<file path="src/sv/rbpd_pkg.sv">
// ----------------------------------------------------------------------------
// rbpd_pkg
// Shared types, widths and tables for the Raptor block parameter derivation.
// ----------------------------------------------------------------------------
package rbpd_pkg;

	localparam int K_W    = 14;  // source block size
	localparam int X_W    = 8;
	localparam int S_W    = 9;
	localparam int H_W    = 5;
	localparam int L_W    = 14;  // output width of L and L'
	localparam int N_W    = 15;  // internal width of L and of prime candidates
	localparam int D_W    = 8;   // trial divisor
	localparam int DSQ_W  = 16;  // trial divisor squared
	localparam int CB_W   = 17;  // saturated central binomial
	localparam int Q_W    = 8;   // ceil(K/100)
	localparam int CEIL_DIVISOR = 100;

	localparam int DEFAULT_MAX_SOURCE_SYMBOLS = 8192;

	// remainder unit: one dividend bit per step
	localparam int REM_STEPS = N_W;
	localparam int REM_CNT_W = $clog2(REM_STEPS);

	typedef enum logic [2:0] {
		ST_IDLE,
		ST_X_SEARCH,
		ST_CEIL,
		ST_PRIME_CHECK,
		ST_PRIME_WAIT,
		ST_H_SEARCH,
		ST_RESULT
	} rbpd_state_t;

	typedef struct packed {
		logic           start;
		logic [N_W-1:0] dividend;
		logic [D_W-1:0] divisor;
	} rbpd_rem_req_t;

	typedef struct packed {
		logic busy;
		logic done;  // one-cycle pulse, zero valid with it
		logic zero;
	} rbpd_rem_rsp_t;

	// binomial(h, ceil(h/2)); saturates once past the field range
	function automatic logic [CB_W-1:0] central_binom(input logic [H_W-1:0] h);
		logic [CB_W-1:0] r;
		unique case (h)
			5'd0:    r = 17'd1;
			5'd1:    r = 17'd1;
			5'd2:    r = 17'd2;
			5'd3:    r = 17'd3;
			5'd4:    r = 17'd6;
			5'd5:    r = 17'd10;
			5'd6:    r = 17'd20;
			5'd7:    r = 17'd35;
			5'd8:    r = 17'd70;
			5'd9:    r = 17'd126;
			5'd10:   r = 17'd252;
			5'd11:   r = 17'd462;
			5'd12:   r = 17'd924;
			5'd13:   r = 17'd1716;
			5'd14:   r = 17'd3432;
			5'd15:   r = 17'd6435;
			5'd16:   r = 17'd12870;
			5'd17:   r = 17'd24310;
			5'd18:   r = 17'd48620;
			5'd19:   r = 17'd92378;
			default: r = '1;
		endcase
		return r;
	endfunction

endpackage

</file>
<file path="src/sv/rbpd_rem.sv">
// ----------------------------------------------------------------------------
// rbpd_rem
// Bit-serial restoring remainder unit: tells whether dividend mod divisor
// is zero, one dividend bit per cycle.
// ----------------------------------------------------------------------------
module rbpd_rem (
	input  logic                   clk,
	input  logic                   arst_n,
	input  rbpd_pkg::rbpd_rem_req_t req,
	output rbpd_pkg::rbpd_rem_rsp_t rsp
);
	import rbpd_pkg::*;

	logic                 busy_q;
	logic                 done_q;
	logic [REM_CNT_W-1:0] cnt_q;
	logic [N_W-1:0]       dvd_q;
	logic [D_W-1:0]       dsr_q;
	logic [D_W-1:0]       rem_q;
	logic [D_W:0]         trial;
	logic [D_W:0]         diff;
	logic                 fits;

	assign trial = {rem_q, dvd_q[N_W-1]};
	assign diff  = trial - {1'b0, dsr_q};
	assign fits  = trial >= {1'b0, dsr_q};

	always_ff @(posedge clk or negedge arst_n) begin
		if (!arst_n) begin
			busy_q <= 1'b0;
			done_q <= 1'b0;
			cnt_q  <= '0;
		end else begin
			done_q <= 1'b0;
			if (req.start) begin
				busy_q <= 1'b1;
				cnt_q  <= REM_CNT_W'(REM_STEPS - 1);
			end else if (busy_q) begin
				cnt_q <= cnt_q - 1'b1;
				if (cnt_q == '0) begin
					busy_q <= 1'b0;
					done_q <= 1'b1;
				end
			end
		end
	end

	always_ff @(posedge clk) begin
		if (req.start) begin
			dvd_q <= req.dividend;
			dsr_q <= req.divisor;
			rem_q <= '0;
		end else if (busy_q) begin
			dvd_q <= {dvd_q[N_W-2:0], 1'b0};
			rem_q <= fits ? diff[D_W-1:0] : trial[D_W-1:0];
		end
	end

	assign rsp.busy = busy_q;
	assign rsp.done = done_q;
	assign rsp.zero = (rem_q == '0);

	a_start_idle: assert property (@(posedge clk) disable iff (!arst_n)
		req.start |-> !busy_q)
		else $error("remainder unit started while busy");

	a_done_not_busy: assert property (@(posedge clk) disable iff (!arst_n)
		done_q |-> !busy_q)
		else $error("remainder done while still busy");

	a_last_step_done: assert property (@(posedge clk) disable iff (!arst_n)
		(busy_q && cnt_q == '0 && !req.start) |=> done_q)
		else $error("remainder final step did not signal done");

endmodule

</file>
<file path="src/sv/raptor_block_parameter_derivation_top.sv">
// ----------------------------------------------------------------------------
// raptor_block_parameter_derivation_top
// Derives the Raptor code parameters X, S, H, L and L' from a block size K.
// ----------------------------------------------------------------------------
// One word in, one word out; the block takes one word at a time and is ready
// again as soon as its result sits in the output register. The derivation
// runs the X search, the ceiling of K/100, the prime search for S, the H table
// search and the prime search for L'; the two prime searches dominate: each
// trial divisor goes through the shared bit-serial remainder unit, and a
// candidate n needs up to sqrt(n) divisors.
// K above MAX_SOURCE_SYMBOLS is saturated to it.
module raptor_block_parameter_derivation_top #(
	parameter int MAX_SOURCE_SYMBOLS = rbpd_pkg::DEFAULT_MAX_SOURCE_SYMBOLS
) (
	input  logic                      clk,
	input  logic                      arst_n,
	input  logic                      in_valid,
	output logic                      in_ready,
	input  logic [rbpd_pkg::K_W-1:0] source_symbols,
	output logic                      out_valid,
	input  logic                      out_ready,
	output logic [rbpd_pkg::X_W-1:0] x_value,
	output logic [rbpd_pkg::S_W-1:0] ldpc_symbols,
	output logic [rbpd_pkg::H_W-1:0] half_symbols,
	output logic [rbpd_pkg::L_W-1:0] intermediate_symbols,
	output logic [rbpd_pkg::L_W-1:0] prime_intermediate
);
	import rbpd_pkg::*;

	localparam logic [K_W+2:0] MAX_K = (K_W+3)'(MAX_SOURCE_SYMBOLS);

	rbpd_state_t   state_q, state_d;
	rbpd_rem_req_t rem_req;
	rbpd_rem_rsp_t rem_rsp;

	logic [K_W-1:0]   k_sat;
	logic [K_W-1:0]   k_q;
	logic [K_W:0]     twok_q;
	logic [X_W-1:0]   x_q;
	logic [DSQ_W-1:0] prod_q;
	logic [K_W-1:0]   r_q;
	logic [Q_W-1:0]   q_q;
	logic [N_W-1:0]   n_q;
	logic [D_W-1:0]   d_q;
	logic [DSQ_W-1:0] dsq_q;
	logic             lp_phase_q;  // 0: searching S, 1: searching L'
	logic [S_W-1:0]   s_q;
	logic [N_W-1:0]   need_q;
	logic [H_W-1:0]   h_q;
	logic [N_W-1:0]   l_q;
	logic             out_valid_q;
	logic             load_out;

	logic [X_W-1:0] x_out_q;
	logic [S_W-1:0] s_out_q;
	logic [H_W-1:0] h_out_q;
	logic [L_W-1:0] l_out_q;
	logic [L_W-1:0] lp_out_q;

	assign k_sat = ({3'b000, source_symbols} > MAX_K) ? MAX_K[K_W-1:0] : source_symbols;

	rbpd_rem u_rem (
		.clk    (clk),
		.arst_n (arst_n),
		.req    (rem_req),
		.rsp    (rem_rsp)
	);

	always_ff @(posedge clk or negedge arst_n) begin
		if (!arst_n) begin
			state_q <= ST_IDLE;
		end else begin
			state_q <= state_d;
		end
	end

	always_comb begin
		state_d          = state_q;
		rem_req.start    = 1'b0;
		rem_req.dividend = n_q;
		rem_req.divisor  = d_q;
		load_out         = 1'b0;
		unique case (state_q)
			ST_IDLE: begin
				if (in_valid) state_d = ST_X_SEARCH;
			end
			ST_X_SEARCH: begin
				if ({1'b0, prod_q} >= {2'b00, twok_q}) state_d = ST_CEIL;
			end
			ST_CEIL: begin
				if (r_q == '0) state_d = ST_PRIME_CHECK;
			end
			ST_PRIME_CHECK: begin
				if (n_q < N_W'(2)) begin
					state_d = ST_PRIME_CHECK;
				end else if (dsq_q > {1'b0, n_q}) begin
					state_d = lp_phase_q ? ST_RESULT : ST_H_SEARCH;
				end else begin
					rem_req.start = 1'b1;
					state_d       = ST_PRIME_WAIT;
				end
			end
			ST_PRIME_WAIT: begin
				if (rem_rsp.done) state_d = ST_PRIME_CHECK;
			end
			ST_H_SEARCH: begin
				if (central_binom(h_q) >= {2'b00, need_q}) state_d = ST_PRIME_CHECK;
			end
			ST_RESULT: begin
				if (!out_valid_q || out_ready) begin
					load_out = 1'b1;
					state_d  = ST_IDLE;
				end
			end
			default: state_d = ST_IDLE;
		endcase
	end

	// datapath, stepped by the sequencer
	always_ff @(posedge clk) begin
		unique case (state_q)
			ST_IDLE: begin
				if (in_valid) begin
					k_q        <= k_sat;
					twok_q     <= {k_sat, 1'b0};
					x_q        <= X_W'(1);
					prod_q     <= '0;
					r_q        <= k_sat;
					q_q        <= '0;
					lp_phase_q <= 1'b0;
				end
			end
			ST_X_SEARCH: begin
				// (x+1)*x = x*(x-1) + 2x
				if ({1'b0, prod_q} < {2'b00, twok_q}) begin
					prod_q <= prod_q + DSQ_W'({x_q, 1'b0});
					x_q    <= x_q + 1'b1;
				end
			end
			ST_CEIL: begin
				if (r_q != '0) begin
					r_q <= (r_q > K_W'(CEIL_DIVISOR)) ? r_q - K_W'(CEIL_DIVISOR) : '0;
					q_q <= q_q + 1'b1;
				end else begin
					n_q   <= N_W'(q_q) + N_W'(x_q);
					d_q   <= D_W'(2);
					dsq_q <= DSQ_W'(4);
				end
			end
			ST_PRIME_CHECK: begin
				if (n_q < N_W'(2)) begin
					n_q <= n_q + 1'b1;
				end else if (dsq_q > {1'b0, n_q}) begin
					if (!lp_phase_q) begin
						s_q    <= n_q[S_W-1:0];
						need_q <= N_W'(k_q) + n_q;
						h_q    <= '0;
					end
				end
			end
			ST_PRIME_WAIT: begin
				if (rem_rsp.done) begin
					if (rem_rsp.zero) begin
						n_q   <= n_q + 1'b1;
						d_q   <= D_W'(2);
						dsq_q <= DSQ_W'(4);
					end else begin
						dsq_q <= dsq_q + DSQ_W'({d_q, 1'b1});
						d_q   <= d_q + 1'b1;
					end
				end
			end
			ST_H_SEARCH: begin
				if (central_binom(h_q) < {2'b00, need_q}) begin
					h_q <= h_q + 1'b1;
				end else begin
					l_q        <= need_q + N_W'(h_q);
					n_q        <= need_q + N_W'(h_q);
					d_q        <= D_W'(2);
					dsq_q      <= DSQ_W'(4);
					lp_phase_q <= 1'b1;
				end
			end
			ST_RESULT: begin
				if (load_out) begin
					x_out_q  <= x_q;
					s_out_q  <= s_q;
					h_out_q  <= h_q;
					l_out_q  <= l_q[L_W-1:0];
					lp_out_q <= n_q[L_W-1:0];
				end
			end
			default: begin
			end
		endcase
	end

	always_ff @(posedge clk or negedge arst_n) begin
		if (!arst_n) begin
			out_valid_q <= 1'b0;
		end else if (load_out) begin
			out_valid_q <= 1'b1;
		end else if (out_ready) begin
			out_valid_q <= 1'b0;
		end
	end

	assign in_ready             = (state_q == ST_IDLE);
	assign out_valid            = out_valid_q;
	assign x_value              = x_out_q;
	assign ldpc_symbols         = s_out_q;
	assign half_symbols         = h_out_q;
	assign intermediate_symbols = l_out_q;
	assign prime_intermediate   = lp_out_q;

	a_idle_unit_quiet: assert property (@(posedge clk) disable iff (!arst_n)
		(state_q == ST_IDLE) |-> !rem_rsp.busy)
		else $error("remainder unit busy while idle");

	a_result_from_seq: assert property (@(posedge clk) disable iff (!arst_n)
		$rose(out_valid_q) |-> $past(state_q == ST_RESULT))
		else $error("result word raised outside result state");

	a_divisor_floor: assert property (@(posedge clk) disable iff (!arst_n)
		(state_q == ST_PRIME_WAIT) |-> (d_q >= D_W'(2)))
		else $error("trial divisor below two");

	a_x_done: assert property (@(posedge clk) disable iff (!arst_n)
		(state_q == ST_X_SEARCH && state_d == ST_CEIL)
		|-> ({1'b0, prod_q} >= {2'b00, twok_q}))
		else $error("X search left early");

endmodule

</file>
<file path="config.mk">
export PLATFORM = sky130hd
export DESIGN_NAME = raptor_block_parameter_derivation_top
export DESIGN_NICKNAME = d
export VERILOG_FILES = /design/src/sv/rbpd_pkg.sv /design/src/sv/rbpd_rem.sv /design/src/sv/raptor_block_parameter_derivation_top.sv
export SDC_FILE = /design/constraint.sdc
export NUM_CORES = 1
export LEC_CHECK = 0
export BUFFER_PORTS_ARGS = -buffer_cell sky130_fd_sc_hd__buf_2
export CORE_AREA = 2 2 218 167
export DETAILED_ROUTE_END_ITERATION = 6
export DIE_AREA = 0 0 220 169
export GPL_ROUTABILITY_DRIVEN = 0
export RECOVER_POWER = 25
export SETUP_SLACK_MARGIN = 0.2
export SYNTH_ARGS = -nofsm -noshare
export SYNTH_HDL_FRONTEND = slang
export SYNTH_SLANG_ARGS = --single-unit
</file>
<file path="constraint.sdc">
create_clock -name clk -period 8.3 [get_ports clk]
set_clock_uncertainty 0.15 [all_clocks]
set_input_delay 1.66 -clock clk [delete_from_list [all_inputs] [get_ports clk]]
set_output_delay 1.66 -clock clk [all_outputs]
set_load 0.05 [all_outputs]
</file>
==> results.py <==
metrics = {
    "outcome": {
        "status": "completed",
    },
    "logic_synthesis": {
        "syn_area_um2": 13900,
        "synth_edf_count": 215,
        "synth_nets": 1395,
        "synthTopCellsByArea": "edfxtp_1 47%, ha_1 10%, xnor2_1 3.9%",
        "synth_warnings": 0,
        "synth_top_area_share_pct": 46.6,
        "synth.avg_cell_area_um2": 11.0,
        "async_reset_ff_share_pct": 4.00,
        "netlist_instances": 1257,
        "ys_ff_latch": 250,
        "synth.distinct_cells": 78,
        "synth_largest_area_cell": "edfxtp_1",
        "synth_ff_type": "edfxtp_1",
        "yosysSeqAreaShare_pct": 52.0,
    },
    "hold_path": {
        "worstHoldEndpoint": "ldpc_symbols[0]$_DFFE_PP_",
        "hold_class": "reg2reg",
        "min_path_cells": 0,
        "hold_start": "s_q[0]$_DFFE_PP_",
    },
    "timing": {
        "worstMarginPinSlew_ps": 1240,
        "min_period_ps": 4340,
        "hold_viol_final": 0,
        "rsz0062_at_grt": "false",
        "setup_violations": 0,
        "fmax_mhz": 231,
        "tns_ps": 0,
        "slew_viol_final": 0,
        "fin_ws_ps": 3960,
        "period_share_pct": 52.2,
        "whs_ps": 243,
        "slew_headroom_pct": 16.7,
    },
    "power_and_ir_drop": {
        "leakagePower_nw": 6.26,
        "total_power_mw": 2.71,
        "ir_drop_v": 0.000121,
        "cellPowerDensity_nw_per_um2": 172,
    },
    "setup_path": {
        "arrival_ps": 4640,
        "reg2reg_depth": 12,
        "critPathMaxFanout": 13,
        "r2r_slack_ps": 3960,
        "critical_path_required_ps": 8600,
        "start_kind": "register",
        "criticalPathCategory": "reg2reg",
        "endpoint_kind": "register",
        "rr_startpoint": "state_q[2]$_DFFE_PN0P_",
    },
    "drt": {
        "vias": 9667,
        "postRouteAntennaNets": 0,
        "firstDrtPassIters": 5,
        "via_per_inst": 5.30,
        "finalWirelength_um": 33400,
        "wl_per_cell_um": 18.3,
        "drt_iter0_markers": 758,
        "drc": 0,
    },
    "cts": {
        "cts_tree": "done",
        "post_cts_resized": 0,
        "cts_buffer_depth": 3,
        "hold_buffers": 0,
        "htreeDepth": 1,
        "clock_sinks": 250,
        "cts-buffers-inserted": 28,
        "root_buffer": "clkbuf_16",
        "cts.clk_slew.worst_paths_ps": 60,
        "clock_latency_ps": 580,
        "cts_setup_buffers": 0,
    },
    "global_route": {
        "grt_max_degree": 51,
        "grt_pass1_vias": 9256,
        "grt.total_usage_pct": 18.1,
        "grt_pass1_wl_um": 52600,
        "antenna_found_initial": 1,
        "grt.overflow.total": 0,
    },
    "placed_design": {
        "hpwl_um": 24900,
        "portBuffers": 69,
        "post-place-ws_ps": 4110,
    },
    "layout": {
        "final_core_util_pct": 44.7,
        "multi_input_area_um2": 6130,
        "final_common_cell": "edfxtp_1",
        "area_delta_synth_final_pct": 13.4,
        "drive_above_1_share_pct": 10.8,
        "fin_nets": 1473,
        "final_cell_mix": "215 x edfxtp_1, 114 x ha_1, 104 x inv_1, 96 x nand2_1, 82 x nor2_1",
        "fillers": 3303,
        "regArea_um2": 7210,
    },
    "floorplan": {
        "die_w_um": 220,
        "start_util_pct": 39.4,
        "ios": 70,
        "core-area_um2": 35100,
        "row_count": 60,
        "die-area_um2": 37200,
        "die_h_um": 169,
    },
    "run": {
        "maxCapViolCount": 0,
    },
}
-- through the flow --
step / area [µm²] / cells
global route: 15700 / 1822
global placement: 14700 / 1770
floorplan: 13900 / 1257
CTS: 15700 / 1822
detailed placement: 14700 / 1770
finish: 15700 / 1823
-- area by class of cell --
| class | count | share of cell area (%) |
|---|---|---|
| Inverter | 106 | 2.53 |
| Multi-Input combinational cell | 872 | 39.0 |
| Tap cell | 465 | 3.70 |
| Timing Repair Buffer | 77 | 2.48 |
| Antenna cell | 1 | 0.0159 |
| Clock buffer | 33 | 4.64 |
| Sequential cell | 250 | 45.9 |
| Clock inverter | 19 | 1.74 |
-- how the worst max path moves through the flow --
stage | start | end | slack [ps] | cells past startpoint
finish | state_q[2]$_DFFE_PN0P_ | register | 3960 | 12
global route | state_q[2]$_DFFE_PN0P_ | register | 3540 | 12
CTS | state_q[2]$_DFFE_PN0P_ | register | 4120 | 12
detailed placement | state_q[2]$_DFFE_PN0P_ | register | 4110 | 12
global placement | state_q[2]$_DFFE_PN0P_ | register | 4290 | 10
floorplan | out_ready | half_symbols[0]$_DFFE_PP_ | 3870 | 2
-- routing by layer --
layer | global-route usage (%) | routed length [µm] | vias up
met2 | 26.2 | 14000 | 259
met3 | 3.76 | 2320 | 35
met4 | 3.71 | 540 | 0
met1 | 27.7 | 16500 | 4633
li1 | - | - | 4740
met5 | 0 | 0 | -
-- synthesized netlist by cell type, types with 5 or more instances --
library cell  instances
a21boi_0              5
a21o_1               21
a21oi_1              68
a22oi_1               6
a31oi_1              11
and2_1               11
and3_1               16
clkbuf_1             24
dfrtp_1              10
dfxtp_1              25
edfxtp_1            215
fa_1                  6
ha_1                114
inv_1               104
mux2i_1               9
nand2_1              96
nand2b_1             17
nand3_1              42
nand4_1              17
nor2_1               84
nor2b_1              27
nor3_1               25
nor4_1               10
o211ai_1              9
o21a_1                7
o21ai_0              74
o21ai_1               5
o22ai_1               5
o31ai_1               7
or2_2                 7
or3_1                 9
xnor2_1              62
xor2_1               27
-- sequential cells by signal, summed over array words and instances, names as in the netlist, 15 cells and up, named ones only --
name and cells:
u_rem.dvd_q 15, need_q 15, n_q 15, dsq_q 16, prod_q 15
-- power by group --
part / leakage (nW) / switching (mW) / internal, mW
Clock: 0.490 / 0.530 / 0.818
Sequential: 2.15 / 0.0000000000000000339 / 1.35
Combinational: 3.62 / 0.00944 / 0.00607
Total: 6.26 / 0.539 / 2.17
-- kinds of logic (layout without fill, tap and decap cells) --
| family | count (synthesis) | after routing | synth area share (%) |
|---|---|---|---|
| AOI/OAI and AO/OA | 269 | 269 | 12.6 |
| xor gates and xnor gates | 89 | 89 | 5.63 |
| adders and majority gates | 121 | 121 | 11.2 |
| buffers and inverters | 135 | 235 | 3.72 |
| DFF | 250 | 250 | 52.0 |
| muxes | 11 | 11 | 0.813 |
| other | 0 | 1 | 0 |
| and+or+nand+nor | 382 | 382 | 14.0 |
-- worst max-delay path, stage by stage (launching register included) --
cell,delay (ps)
dfrtp_1,540
nor2b_1,420
nand2_1,320
inv_1,460
nand4_1,360
a21boi_4,290
a22oi_1,660
ha_1,340
inv_1,90
a31oi_1,130
o311ai_0,150
o31ai_1,220
nand3_1,110
Power figures use the tool's default switching activity.
